**src/sv/kms_pkg.sv**
```systemverilog
// ----------------------------------------------------------------------------
// kms_pkg
// shared types, constants and character tables for the keyboard matrix scanner
// ----------------------------------------------------------------------------
package kms_pkg;

  localparam int unsigned NumRows   = 5;
  localparam int unsigned NumCols   = 10;
  localparam int unsigned LineCols  = 10;
  localparam int unsigned TableSize = 50;

  localparam int unsigned PhaseW = 3;
  localparam int unsigned KeyW   = 6;
  localparam int unsigned CharW  = 8;
  localparam int unsigned ColW   = 4;

  typedef logic [PhaseW-1:0] phase_t;
  typedef logic [KeyW-1:0]   key_t;
  typedef logic [CharW-1:0]  char_t;
  typedef logic [ColW-1:0]   col_t;

  localparam key_t KeyNone = key_t'(TableSize);

  typedef enum logic [1:0] {
    SHIFT_NONE  = 2'd0,
    SHIFT_LEFT  = 2'd1,
    SHIFT_RIGHT = 2'd2
  } shift_e;

  localparam char_t NavUp  = 8'h80;
  localparam char_t NavDn  = 8'h81;
  localparam char_t NavLt  = 8'h82;
  localparam char_t NavRt  = 8'h83;
  localparam char_t NavDel = 8'h84;
  localparam char_t NavEnt = 8'h0A;
  localparam char_t NavEcr = 8'h0D;
  localparam char_t NavBs  = 8'h08;

  localparam char_t PlainTbl [TableSize] = '{
    "3", "4", "2", "5", "1", "9", "6", "7", "0", "8",
    "e", "r", "w", "t", "q", "o", "y", "u", "p", "i",
    "s", "d", "a", "f", "/", "k", "g", "h", "l", "j",
    "x", "c", "z", "v", " ", 8'h2C, "b", "n", ".", "m",
    NavDn, NavRt, NavLt, ";", NavUp, NavDel, "=", NavEnt, NavBs, "-"
  };

  localparam char_t LeftTbl [TableSize] = '{
    "#", "$", "@", "%", "!", "(", " ", "&", ")", "*",
    "E", "R", "W", "T", "Q", "O", "Y", "U", "P", "I",
    "S", "D", "A", "F", "?", "K", "G", "H", "L", "J",
    "X", "C", "Z", "V", " ", "<", "B", "N", ">", "M",
    NavDn, NavRt, NavLt, ":", NavUp, NavDel, "+", NavEcr, NavBs, "_"
  };

  localparam char_t RightTbl [TableSize] = '{
    "#", "$", "@", "%", "!", "(", " ", "&", ")", "*",
    "E", "R", "W", "T", "Q", "O", "Y", "U", "P", "I",
    "S", "D", "A", "F", "?", "K", "G", "H", "L", "J",
    "X", "C", "Z", "V", " ", "<", "B", "N", ">", "M",
    NavDn, NavRt, NavLt, ":", NavUp, NavDel, "+", NavEcr, NavBs, "\""
  };

  // positions beyond the tables give a zero character
  function automatic char_t key_to_char(key_t key, shift_e sel);
    char_t ch;
    ch = '0;
    if (key < KeyNone) begin
      case (sel)
        SHIFT_LEFT:  ch = LeftTbl[key];
        SHIFT_RIGHT: ch = RightTbl[key];
        default:     ch = PlainTbl[key];
      endcase
    end
    return ch;
  endfunction

endpackage

```
**src/sv/keyboard_matrix_scanner_top.sv**
```systemverilog
// ----------------------------------------------------------------------------
// keyboard_matrix_scanner_top
// row-by-row key matrix scanner with a decode tick that turns a new key into
// a character through the normal, left-shift or right-shift table
// ----------------------------------------------------------------------------
//  channel   dir  tdata fields (lsb first)
//  s_axis    in   column_lines_n[9:0], shift_left_n[10], shift_right_n[11]
//  m_axis    out  row_to_drive[2:0], key_valid[3], char_code[11:4],
//                 key_index[17:12], shift_used[19:18]
//
//  one tick per clock while the output is not stalled; each result is registered in the cycle after its tick
//  a full scan is five row ticks and one decode tick
//  reset: first row phase, held and previous key none, result register empty
//  the input is taken while the result register is empty or being emptied
// ----------------------------------------------------------------------------
module keyboard_matrix_scanner_top
  import kms_pkg::*;
(
  input  logic        clk_i,
  input  logic        rst_ni,
  input  logic        s_axis_tvalid,
  output logic        s_axis_tready,
  // column_lines_n[9:0], shift_left_n[10], shift_right_n[11], zero fill
  input  logic [15:0] s_axis_tdata,
  output logic        m_axis_tvalid,
  input  logic        m_axis_tready,
  // row_to_drive[2:0], key_valid[3], char_code[11:4], key_index[17:12],
  // shift_used[19:18], zero fill
  output logic [23:0] m_axis_tdata
);

  phase_t phase_q, phase_d;
  key_t   held_q, held_d;
  key_t   prev_q, prev_d;

  logic   out_valid_q;
  phase_t row_q, row_d;
  logic   kvalid_q, kvalid_d;
  char_t  kchar_q, kchar_d;
  key_t   kidx_q;
  shift_e used_q, used_d;

  logic [LineCols-1:0] cols_n;
  logic                shl_n, shr_n;
  logic                accept;
  logic                col_hit;
  col_t                col_idx;

  assign cols_n = s_axis_tdata[LineCols-1:0];
  assign shl_n  = s_axis_tdata[LineCols];
  assign shr_n  = s_axis_tdata[LineCols+1];

  assign s_axis_tready = !out_valid_q || m_axis_tready;
  assign accept        = s_axis_tvalid && s_axis_tready;

  // highest low column wins
  always_comb begin
    col_hit = 1'b0;
    col_idx = '0;
    for (int c = 0; c < NumCols && c < LineCols; c++) begin
      if (!cols_n[c]) begin
        col_hit = 1'b1;
        col_idx = col_t'(c);
      end
    end
  end

  always_comb begin
    phase_d  = phase_q;
    held_d   = held_q;
    prev_d   = prev_q;
    kvalid_d = 1'b0;
    kchar_d  = '0;
    used_d   = SHIFT_NONE;
    if (phase_q < phase_t'(NumRows)) begin
      if (phase_q == '0) begin
        held_d = KeyNone;
      end
      if (col_hit) begin
        held_d = key_t'(KeyW'(col_idx) + KeyW'(phase_q) * KeyW'(NumCols));
      end
      phase_d = phase_q + phase_t'(1);
    end else begin
      if (held_q != KeyNone && held_q != prev_q) begin
        kvalid_d = 1'b1;
        if (!shl_n) begin
          used_d = SHIFT_LEFT;
        end else if (!shr_n) begin
          used_d = SHIFT_RIGHT;
        end
        kchar_d = key_to_char(held_q, used_d);
      end
      prev_d  = held_q;
      phase_d = '0;
    end
    row_d = phase_d;
  end

  always_ff @(posedge clk_i or negedge rst_ni) begin
    if (!rst_ni) begin
      phase_q     <= '0;
      held_q      <= KeyNone;
      prev_q      <= KeyNone;
      out_valid_q <= 1'b0;
    end else begin
      if (accept) begin
        phase_q     <= phase_d;
        held_q      <= held_d;
        prev_q      <= prev_d;
        out_valid_q <= 1'b1;
      end else if (m_axis_tready) begin
        out_valid_q <= 1'b0;
      end
    end
  end

  always_ff @(posedge clk_i) begin
    if (accept) begin
      row_q    <= row_d;
      kvalid_q <= kvalid_d;
      kchar_q  <= kchar_d;
      kidx_q   <= held_d;
      used_q   <= used_d;
    end
  end

  assign m_axis_tvalid = out_valid_q;
  assign m_axis_tdata  = {4'b0000, used_q, kidx_q, kchar_q, kvalid_q, row_q};

endmodule

```
**config.mk**
```make
export PLATFORM = sky130hd
export DESIGN_NAME = keyboard_matrix_scanner_top
export DESIGN_NICKNAME = d
export VERILOG_FILES = /design/src/sv/kms_pkg.sv /design/src/sv/keyboard_matrix_scanner_top.sv
export SDC_FILE = /design/constraint.sdc
export NUM_CORES = 1
export LEC_CHECK = 0
export ABC_AREA = 1
export BUFFER_PORTS_ARGS = -buffer_cell sky130_fd_sc_hd__buf_2
export CAP_MARGIN = 20
export CORE_MARGIN = 1.5
export CORE_UTILIZATION = 57
export CTS_CLUSTER_SIZE = 20
export DETAILED_ROUTE_END_ITERATION = 10
export PLACE_DENSITY = 0.83
export SLEW_MARGIN = 20
export SYNTH_ARGS = -nofsm -noshare
export SYNTH_HDL_FRONTEND = slang
export SYNTH_SLANG_ARGS = --single-unit
```
**constraint.sdc**
```tcl
create_clock -name clk_i -period 2.15 [get_ports clk_i]
set_input_delay 0.215 -clock clk_i [delete_from_list [all_inputs] [get_ports clk_i]]
set_output_delay 0.215 -clock clk_i [all_outputs]
set_load 0.02 [all_outputs]
```
* After elaboration in Yosys (flattened, before gate mapping)
Memory sizes are Yosys's and may differ from the RTL's. Index checks and enable logic that the tools add are counted.
Storage, ports and cells: register bits after elaboration 36, memory bits (read-only) 1536, input bits 20, word-level logic and storage cells 72, memories kept 3
Operators by class: $add $sub $neg 2, multiply operators 1, order comparisons 3, equal/unequal tests 4, muxes and demuxes 37, bitwise gates (word level) 4, reduce and logical (&&, ||, !) cells 9
Memory list:
- (name not given) | words 64, width 8, read ports 1, clocked after memory_dff 0, write ports 0, line kms_pkg.sv:71 | default: ch = PlainTbl[key];
- (name not given) | words 64, width 8, read ports 1, clocked after memory_dff 0, write ports 0, line kms_pkg.sv:70 | SHIFT_RIGHT: ch = RightTbl[key];
- (name not given) | words 64, width 8, read ports 1, clocked after memory_dff 0, write ports 0, line kms_pkg.sv:69 | SHIFT_LEFT: ch = LeftTbl[key];
Operators by type and width (count):
- $mux 8 | 6
- $mux 4 | 8
- $mux 6 | 3
- $pmux 8 s2 | 1
- $mux 1 | 14
- $mux 2 | 4
- $ge 7x7->1 const B | 1
- $not 6->7 | 1
- $add 4x6->6 | 1
- $lt 6x6->1 const B | 1
- $ne 6x6->1 | 1
- $ne 6x6->1 const B | 1
- $mul 3x3->5 const B | 1
- $add 3x1->3 const B | 1
- $logic_not 3->1 | 1
- $lt 3x3->1 const B | 1
- $mux 3 | 1
- $not 1->1 | 3
- $reduce_or 3->1 | 1
- $eq 2x1->1 const B | 1
- $eq 2x2->1 const B | 1
- $logic_and 1x1->1 | 2
- $reduce_and 2->1 | 1
- $reduce_bool 2->1 | 1
- 3 further kinds | 3

* Longest topological paths before layout
Gate-level depths: netlist of the first run.
word-level depth 12, depth in mapped cells 13

* Worst setup path after synthesis of the first run
OpenSTA, ideal clock, no wires.
kind register -> register, from register out_valid_q (netlist: m_axis_tvalid), to register kchar_q[0], enable pin, library setup time 0.390 ns, arrival 1.695 ns, data required time 1.760 ns, setup slack 0.065 ns, stages on the path, launching flop included 5, path buffers 1, clock period less this slack 2.085 ns, path through dfrtp_1 nand2_1 nand2_1 clkinv_1 clkbuf_1
On the way: longest elaborated chain between the ends 3
RTL lines:
- start, declared | line keyboard_matrix_scanner_top.sv:36 | logic out_valid_q;
- start signal, assigned | line keyboard_matrix_scanner_top.sv:104 | out_valid_q <= 1'b0;
- start signal, assigned | line keyboard_matrix_scanner_top.sv:110 | out_valid_q <= 1'b1;
- start signal, assigned | line keyboard_matrix_scanner_top.sv:112 | out_valid_q <= 1'b0;
- $logic_not 1->1 | line keyboard_matrix_scanner_top.sv:53 | assign s_axis_tready = !out_valid_q || m_axis_tready;
- $logic_or 1x1->1 | line keyboard_matrix_scanner_top.sv:53
- named net s_axis_tready | line keyboard_matrix_scanner_top.sv:22 | output logic s_axis_tready,
- $logic_and 1x1->1 | line keyboard_matrix_scanner_top.sv:54 | assign accept = s_axis_tvalid && s_axis_tready;
- named net accept | line keyboard_matrix_scanner_top.sv:45 | logic accept;
- end signal, assigned | line keyboard_matrix_scanner_top.sv:121 | kchar_q <= kchar_d;
- end, declared | line keyboard_matrix_scanner_top.sv:39 | char_t kchar_q, kchar_d;
The timed path passes the listed nets, and every way through them passes these cells. A chain may end at the register's enable or synchronous reset.

* Worst setup path in the final report of the first run
from register held_q[1], to register kchar_q[2] (data pin)
On the way: longest elaborated chain between the ends 5, elaborated cells on any way between the ends 18
RTL lines:
- start, declared | line keyboard_matrix_scanner_top.sv:33 | key_t held_q, held_d;
- start signal, assigned | line keyboard_matrix_scanner_top.sv:102 | held_q <= KeyNone;
- start signal, assigned | line keyboard_matrix_scanner_top.sv:108 | held_q <= held_d;
- $not 6->7 (not written as such) | line kms_pkg.sv:69, kms_pkg.sv:70, kms_pkg.sv:71
- $mem_v2 64x8 (on tied branches)
- $mux 8 (on tied branches) (2 in series) | line kms_pkg.sv:71, kms_pkg.sv:69, kms_pkg.sv:70
- $pmux 8 s2 | line kms_pkg.sv:68 | case (sel)
Parallel ways exist; a longest one is shown, timed or not. The select of a mux whose other input is x is not followed.

==> metrics, run 1 <==
result of the run=finished, violations left; violated checks=DRC; half-perimeter wire length after placement=4835 µm; worst vdd rail ir drop=0.0008489 V; root buffer cell=sky130_fd_sc_hd__clkbuf_8; TritonCTS Sinks=36; worst setup path class=flop to flop; Routed WL per cell=13.92 µm; starting utilization of the core area=60.73%; data arrival time of the critical path=2.06 ns; reg-to-reg setup timing slack=0.14 ns; top-level I/O count=46; ordered cell list for the critical path=ha_1, inv_1, a21oi_1, nand2_1, nand2_1, o21ai_0, nand2_1, nand2_1, nor2_1, nor2_1; maximum clock insertion buffer count=2; Leakage=0.001505 µW; final setup fails=0; final core occ=68.30%; nature of the critical path startpoint=flop; required arrival time at the worst endpoint=2.20 ns; maximum number of pins on one net before global-route repair=28; # DRC=1; power density of the placed cells=1435 nW/µm²; First-pass DRT Iterations=10; sequential fraction of the synthesis area=37.37%; Clock Skew=0.007787 ns; grt total ovfl=0; placed inst area=2932 µm²; floorplan row count=24; n_diodes=0; Worst Max-Slew Pin Slew=0.5194 ns; Critical Path Fanout Max=8; die outline height=71.81 µm; gate count of the mapped netlist=369; largest stage delay on the critical path=0.63 ns; average instance area after synthesis=7.314 µm²; Final Hold Vio Count=0; count of cell types in the netlist=40; global-route wire length before repair=11210 µm; global placer's final weighted congestion=0.9296; Initial DRC Count=245; worst min path class=input pin to flop; post-CTS setup buffer count=0; warnings from Yosys=0; # nets final=444; # Max-Cap Violations=0; Max transition margin=65.37%; Clk Latency, worst-skew pair=0.30 ns; final non-filler cell area=3035 µm²; Fill cells=378; CTS H-tree depth=2; die width=71.81 µm; RSZ-0062 raised after global routing=no; fmax=496.8 MHz; Core ar.=4444 µm²; post-DR vias/cell=5.607; Final Instance Count excl. Fillers=463; number of register bits inferred by synthesis=36; fraction of final layout cells sized beyond drive strength 1=20.44%; dpl cells=454; most used cell, CP=sky130_fd_sc_hd__nand2_1; Tmin final=2.013 ns; Area growth, synth to finish=12.47%; Period Utilization, post-route=93.62%; aggregate routed wire length=6446 µm; overall fraction of global-route tracks in use=27.60%; vias after detailed routing=2596; via count of the first global-routing pass=2467; number of port buffers=37; Netlist Area Pre-Place=2699 µm²; TritonCTS clock tree=built; post-route ant nets=0; Num CTS Buffers=5; Clk pin slew, worst setup/hold paths=0.08 ns; Die Footprint=5157 µm²; number of max-slew violations in the final report=0; CP max-delay cell=sky130_fd_sc_hd__dfstp_2; post-layout total power=4357 µW; initial antenna violation count=0; setup tns final=0 ns; Setup crit end kind=flop
==> layout make-up <==
type                    instances  area (µm²)  area share [%]
multi-input cells             278        1429           47.07
flip-flops and latches         36        1008           33.22
repair buffers                 52       300.3           9.893
inverters                      37       141.4           4.658
clock buffers                   5       68.82           2.267
well taps                      52       65.06           2.143
clock inverters                 3       22.52          0.7420
==> report_power, final <==
group | switching [µW] | total [µW] | leakage [µW] | internal [µW]
sequential | 212 | 1260 | 0.000384 | 1050
clock | 266 | 496 | 0.0000447 | 230
combinational | 1660 | 2600 | 0.00108 | 944
total | 2130 | 4360 | 0.00151 | 2220
==> cells in the final DEF, fill, tap and decap left out, drive strengths merged, types with 5 or more instances in the layout <==
cell type	instances
a31oi	5
dfrtp	10
buf	51
a21oi	16
nand2	107
o21ai	28
clkbuf	5
inv	37
nand3	31
dfstp	6
nor3	7
ha	13
edfxtp	20
nor2	38
==> path summary, 6_finish.rpt <==
check | start | endpoint | cells after the start
min in group asynchronous | rst_ni | prev_q[2] | 2
worst max-delay path | held_q[1] | kchar_q[2] | 10
worst max register to register | held_q[1] | kchar_q[2] | 10
worst min register to register | prev_q[5] | prev_q[5] | 2
worst min-delay path | m_axis_tready | m_axis_tvalid | 4
max in group asynchronous | rst_ni | prev_q[4] | 2
==> cells in the mapped netlist (all sizes together) <==
library cell	instances	area, µm²
a21boi	1	7.510
a21oi	16	91.34
a31oi	5	31.28
and2	1	6.260
and3	1	6.260
buf	20	130.1
clkbuf	1	3.750
clkinv	1	3.750
conb	1	3.750
dfrtp	10	250.2
dfstp	6	157.7
edfxtp	20	600.6
fa	1	20.02
ha	13	162.7
inv	36	137.6
nand2	107	414.2
nand3	31	155.2
nand3b	1	11.26
nand4	3	18.77
nor2	38	145.1
nor3	7	35.03
o2111ai	1	8.760
o211ai	4	30.03
o21ai	28	143.9
o21bai	1	7.510
o22ai	2	12.51
o31ai	2	15.01
or2	4	27.53
xnor2	3	26.28
xor2	4	35.03
==> per-stage QoR <==
step | hold WS, ns | setup WS [ns]
global route | 0.2209 | 0.002076
floorplan | -0.08059 | 0.06500
detailed placement | 0.1470 | 0.09248
finish | 0.2000 | 0.1372
CTS | 0.2012 | 0.1294
global placement | 0.1470 | 0.1277
==> registers in the layout, summed over array words and instances (netlist names) <==
register and count:
kvalid_q 1, prev_q 6, kidx_q 6, phase_q 3, kchar_q 8, used_q 2, row_q 3, held_q 6
m_axis_tvalid 1
==> cell families after synthesis <==
| logic type | share of synthesized area [%] |
|---|---|
| AO/OA/AOI/OAI | 12.89 |
| buffers and inverters | 10.20 |
| AND/OR/NAND/NOR | 30.37 |
| flip-flops | 37.37 |
| adder cells (fa/ha/maj) | 6.769 |
| XOR/XNOR | 2.272 |
| other | 0.1389 |
==> critical path: cells and delay by family, from the launching register on <==
| family | cells | cell delay [ns] |
|---|---|---|
| flops | 1 | 0.63 |
| simple gates | 6 | 0.53 |
| buf+inv | 1 | 0.06 |
| compound gates | 2 | 0.33 |
| fa+ha+maj | 1 | 0.20 |
==> what timing repair did <==
item	in CTS	in global routing
endpoints found under the setup margin	0	2
hold endpoints to repair	10	0
resized for setup	0	1
hold buffers	1	0
==> routing by layer <==
layer | global-route usage [%] | share of wire, % | up-vias
met1 | 37.89 | 45 | 1176
met3 | 5.204 | 8.0 | 10
met4 | 8.176 | 1.2 | 0
li1 | - | - | 1294
met2 | 44.55 | 45 | 116
met5 | 0 | 0 | -
Power figures use the tool's default switching activity.
==> inputs of run 2 (changes only) <==
Clock period 2.15 ns to 1.87 ns, I/O delays scaled along.
==> run 2 against run 1 <==
Compared with the run above:
- the run ends with DRC, setup timing left
- register-to-register slack got worse by 0.15 ns
- via count rose by 7.9%
- final cell count rose by 6.3%
- sequential share of layout area fell by 3.5 points
- global-route usage rose by 0.38 points
- clock power rose by 11%
==> metrics, run 2 (synthesis results as in run 1) <==
fraction of final layout cells sized beyond drive strength 1=31.59% (+11 points); RSZ-0062 raised after global routing=yes; Initial DRC Count=303 (+24%); global-route wire length before repair=11300 µm (+0.87%); Num CTS Buffers=5 (unchanged); First-pass DRT Iterations=10 (unchanged); worst min path class=input pin to flop; # Max-Cap Violations=0 (unchanged); Final Instance Count excl. Fillers=492 (+6.3%); required arrival time at the worst endpoint=1.90 ns (-0.30 ns); fmax=532.4 MHz (+7.2%); post-route ant nets=0 (unchanged); worst vdd rail ir drop=0.0009391 V (+11%); die outline height=71.81 µm (unchanged); data arrival time of the critical path=1.91 ns (-0.15 ns); number of port buffers=37 (unchanged); largest stage delay on the critical path=0.59 ns (-0.04 ns); n_diodes=0 (unchanged); # DRC=1 (unchanged); floorplan row count=24 (unchanged); violated checks=DRC, setup timing; initial antenna violation count=0 (unchanged); maximum clock insertion buffer count=2 (unchanged); # nets final=473 (+6.5%); register name with the most flops=kchar_q; area of all sequential standard cells=1010 µm² (+0.12%); Core ar.=4444 µm² (unchanged); half-perimeter wire length after placement=5235 µm (+8.3%); top-level I/O count=46 (unchanged); most common cell after layout, fill and taps aside=sky130_fd_sc_hd__nand2_1; final setup fails=2 (+2); via count of the first global-routing pass=2443 (-0.97%); final core occ=76.55% (+8.2 points); final worst-path setup slack=-0.008457 ns (-0.1456 ns); Tmin final=1.878 ns (-0.1344 ns); Setup crit end kind=flop; Routed WL per cell=15.03 µm (+8.0%); final non-filler cell area=3402 µm² (+12%); number of flip-flops under the largest register name=8 (unchanged); vias after detailed routing=2801 (+7.9%); Area growth, synth to finish=26.05%; Final Hold Vio Count=0 (unchanged); root buffer cell=sky130_fd_sc_hd__clkbuf_8; TritonCTS clock tree=built; overall fraction of global-route tracks in use=27.98% (+0.38 points); most used cell, CP=sky130_fd_sc_hd__nand2_1; Clock Skew=0.006642 ns (-0.001145 ns); maximum number of pins on one net before global-route repair=37 (+32%); CTS H-tree depth=2 (unchanged); placed inst area=3124 µm² (+6.6%); number of max-slew violations in the final report=0 (unchanged); grt total ovfl=0 (unchanged); starting utilization of the core area=60.73% (unchanged); Die Footprint=5157 µm² (unchanged); Critical Path Fanout Max=6 (-2); power density of the placed cells=1694 nW/µm² (+18%); Clk pin slew, worst setup/hold paths=0.07 ns (about the same); worst setup path class=flop to flop; aggregate routed wire length=7395 µm (+15%); TritonCTS Sinks=36 (unchanged); most used cells in the layout excluding fill and tap cells=100 x sky130_fd_sc_hd__nand2_1, 42 x sky130_fd_sc_hd__buf_4, 37 x sky130_fd_sc_hd__buf_2; die width=71.81 µm (unchanged); Period Utilization, post-route=100.5% (+6.8 points); Leakage=0.001667 µW (+11%); dpl cells=478 (+5.3%); ordered cell list for the critical path=ha_4, buf_4, nand2_1, o21ai_0, inv_1, nand2_1, inv_2, nand2_2, nor3_1; result of the run=finished, violations left; global placer's final weighted congestion=0.9868 (+6.2%); nature of the critical path startpoint=flop; area of the multi-input gates=1568 µm² (+9.7%); Clk Latency, worst-skew pair=0.29 ns (about the same); post-DR vias/cell=5.693 (+1.5%); worst slack at placement=-0.09930 ns (-0.1918 ns); CP max-delay cell=sky130_fd_sc_hd__dfstp_2; Fill cells=315 (-17%)
-- run 2: cell count changes in the layout (fill, tap and decap cells not counted), moves of 4 or more --
cell and change:
sky130_fd_sc_hd__buf_4 +28, sky130_fd_sc_hd__a21oi_1 -4, sky130_fd_sc_hd__ha_1 -8, sky130_fd_sc_hd__ha_4 +5, sky130_fd_sc_hd__o21ai_0 -4
-- run 2: power by group --
part / internal [µW] / total (µW) / switching, µW / leakage [µW]
clock: 260 / 551 / 291 / 0.0000479
combinational: 1530 / 3770 / 2240 / 0.00124
sequential: 1210 / 1440 / 232 / 0.000383
-- run 2: critical path: cells and delay by family (launching register included) --
family          cells  cell delay [ns]
simple gates        4             0.40
fa+ha+maj           1             0.16
buf+inv             3             0.22
flops               1             0.59
compound gates      1             0.24
-- run 2: area by class of cell --
class	count	area share, %
Timing Repair Buffer	81	15.59
Inverter	37	4.156
Sequential cell	36	29.68
Clock inverter	3	0.5517
Clock buffer	5	2.023
Tap cell	52	1.912
Multi-Input combinational cell	278	46.08
-- run 2: metal layers --
layer  track usage [%]  part of all wire [%]
met1             39.55                    44
met4             8.176                   1.9
met3             4.360                   7.8
met2             44.55                    47
met5                 0                     0
-- run 2: repair_timing --
item | 4_1_cts | 5_1_grt
hold endpoints to repair | 10 | 0
pin swaps | 1 | 9
setup endpoints to repair | 7 | 12
gates resized for setup | 8 | 28
setup buffers | 1 | 4
hold buffers | 1 | 0
-- run 2: per-stage QoR --
step	hold slack, ns	setup TNS, ns	total power (µW)
floorplan	-0.1086	0	3635
global placement	0.1157	-0.1536	4641
detailed placement	0.1180	-0.2797	4693
CTS	0.1737	-0.0007179	5315
global route	0.1912	-0.7124	6173
finish	0.1744	-0.01051	5762
-- run 2: final timing paths --
kind	from	end	slack, ns	cells after the start
min	m_axis_tready	m_axis_tvalid	0.17	4
max reg2reg	held_q[1]	kchar_q[7]	-0.008	9
max	held_q[1]	kchar_q[7]	-0.008	9
max in group asynchronous	rst_ni	prev_q[4]	1.22	2
min in group asynchronous	rst_ni	prev_q[0]	0.34	2
min reg2reg	prev_q[1]	prev_q[1]	0.50	2
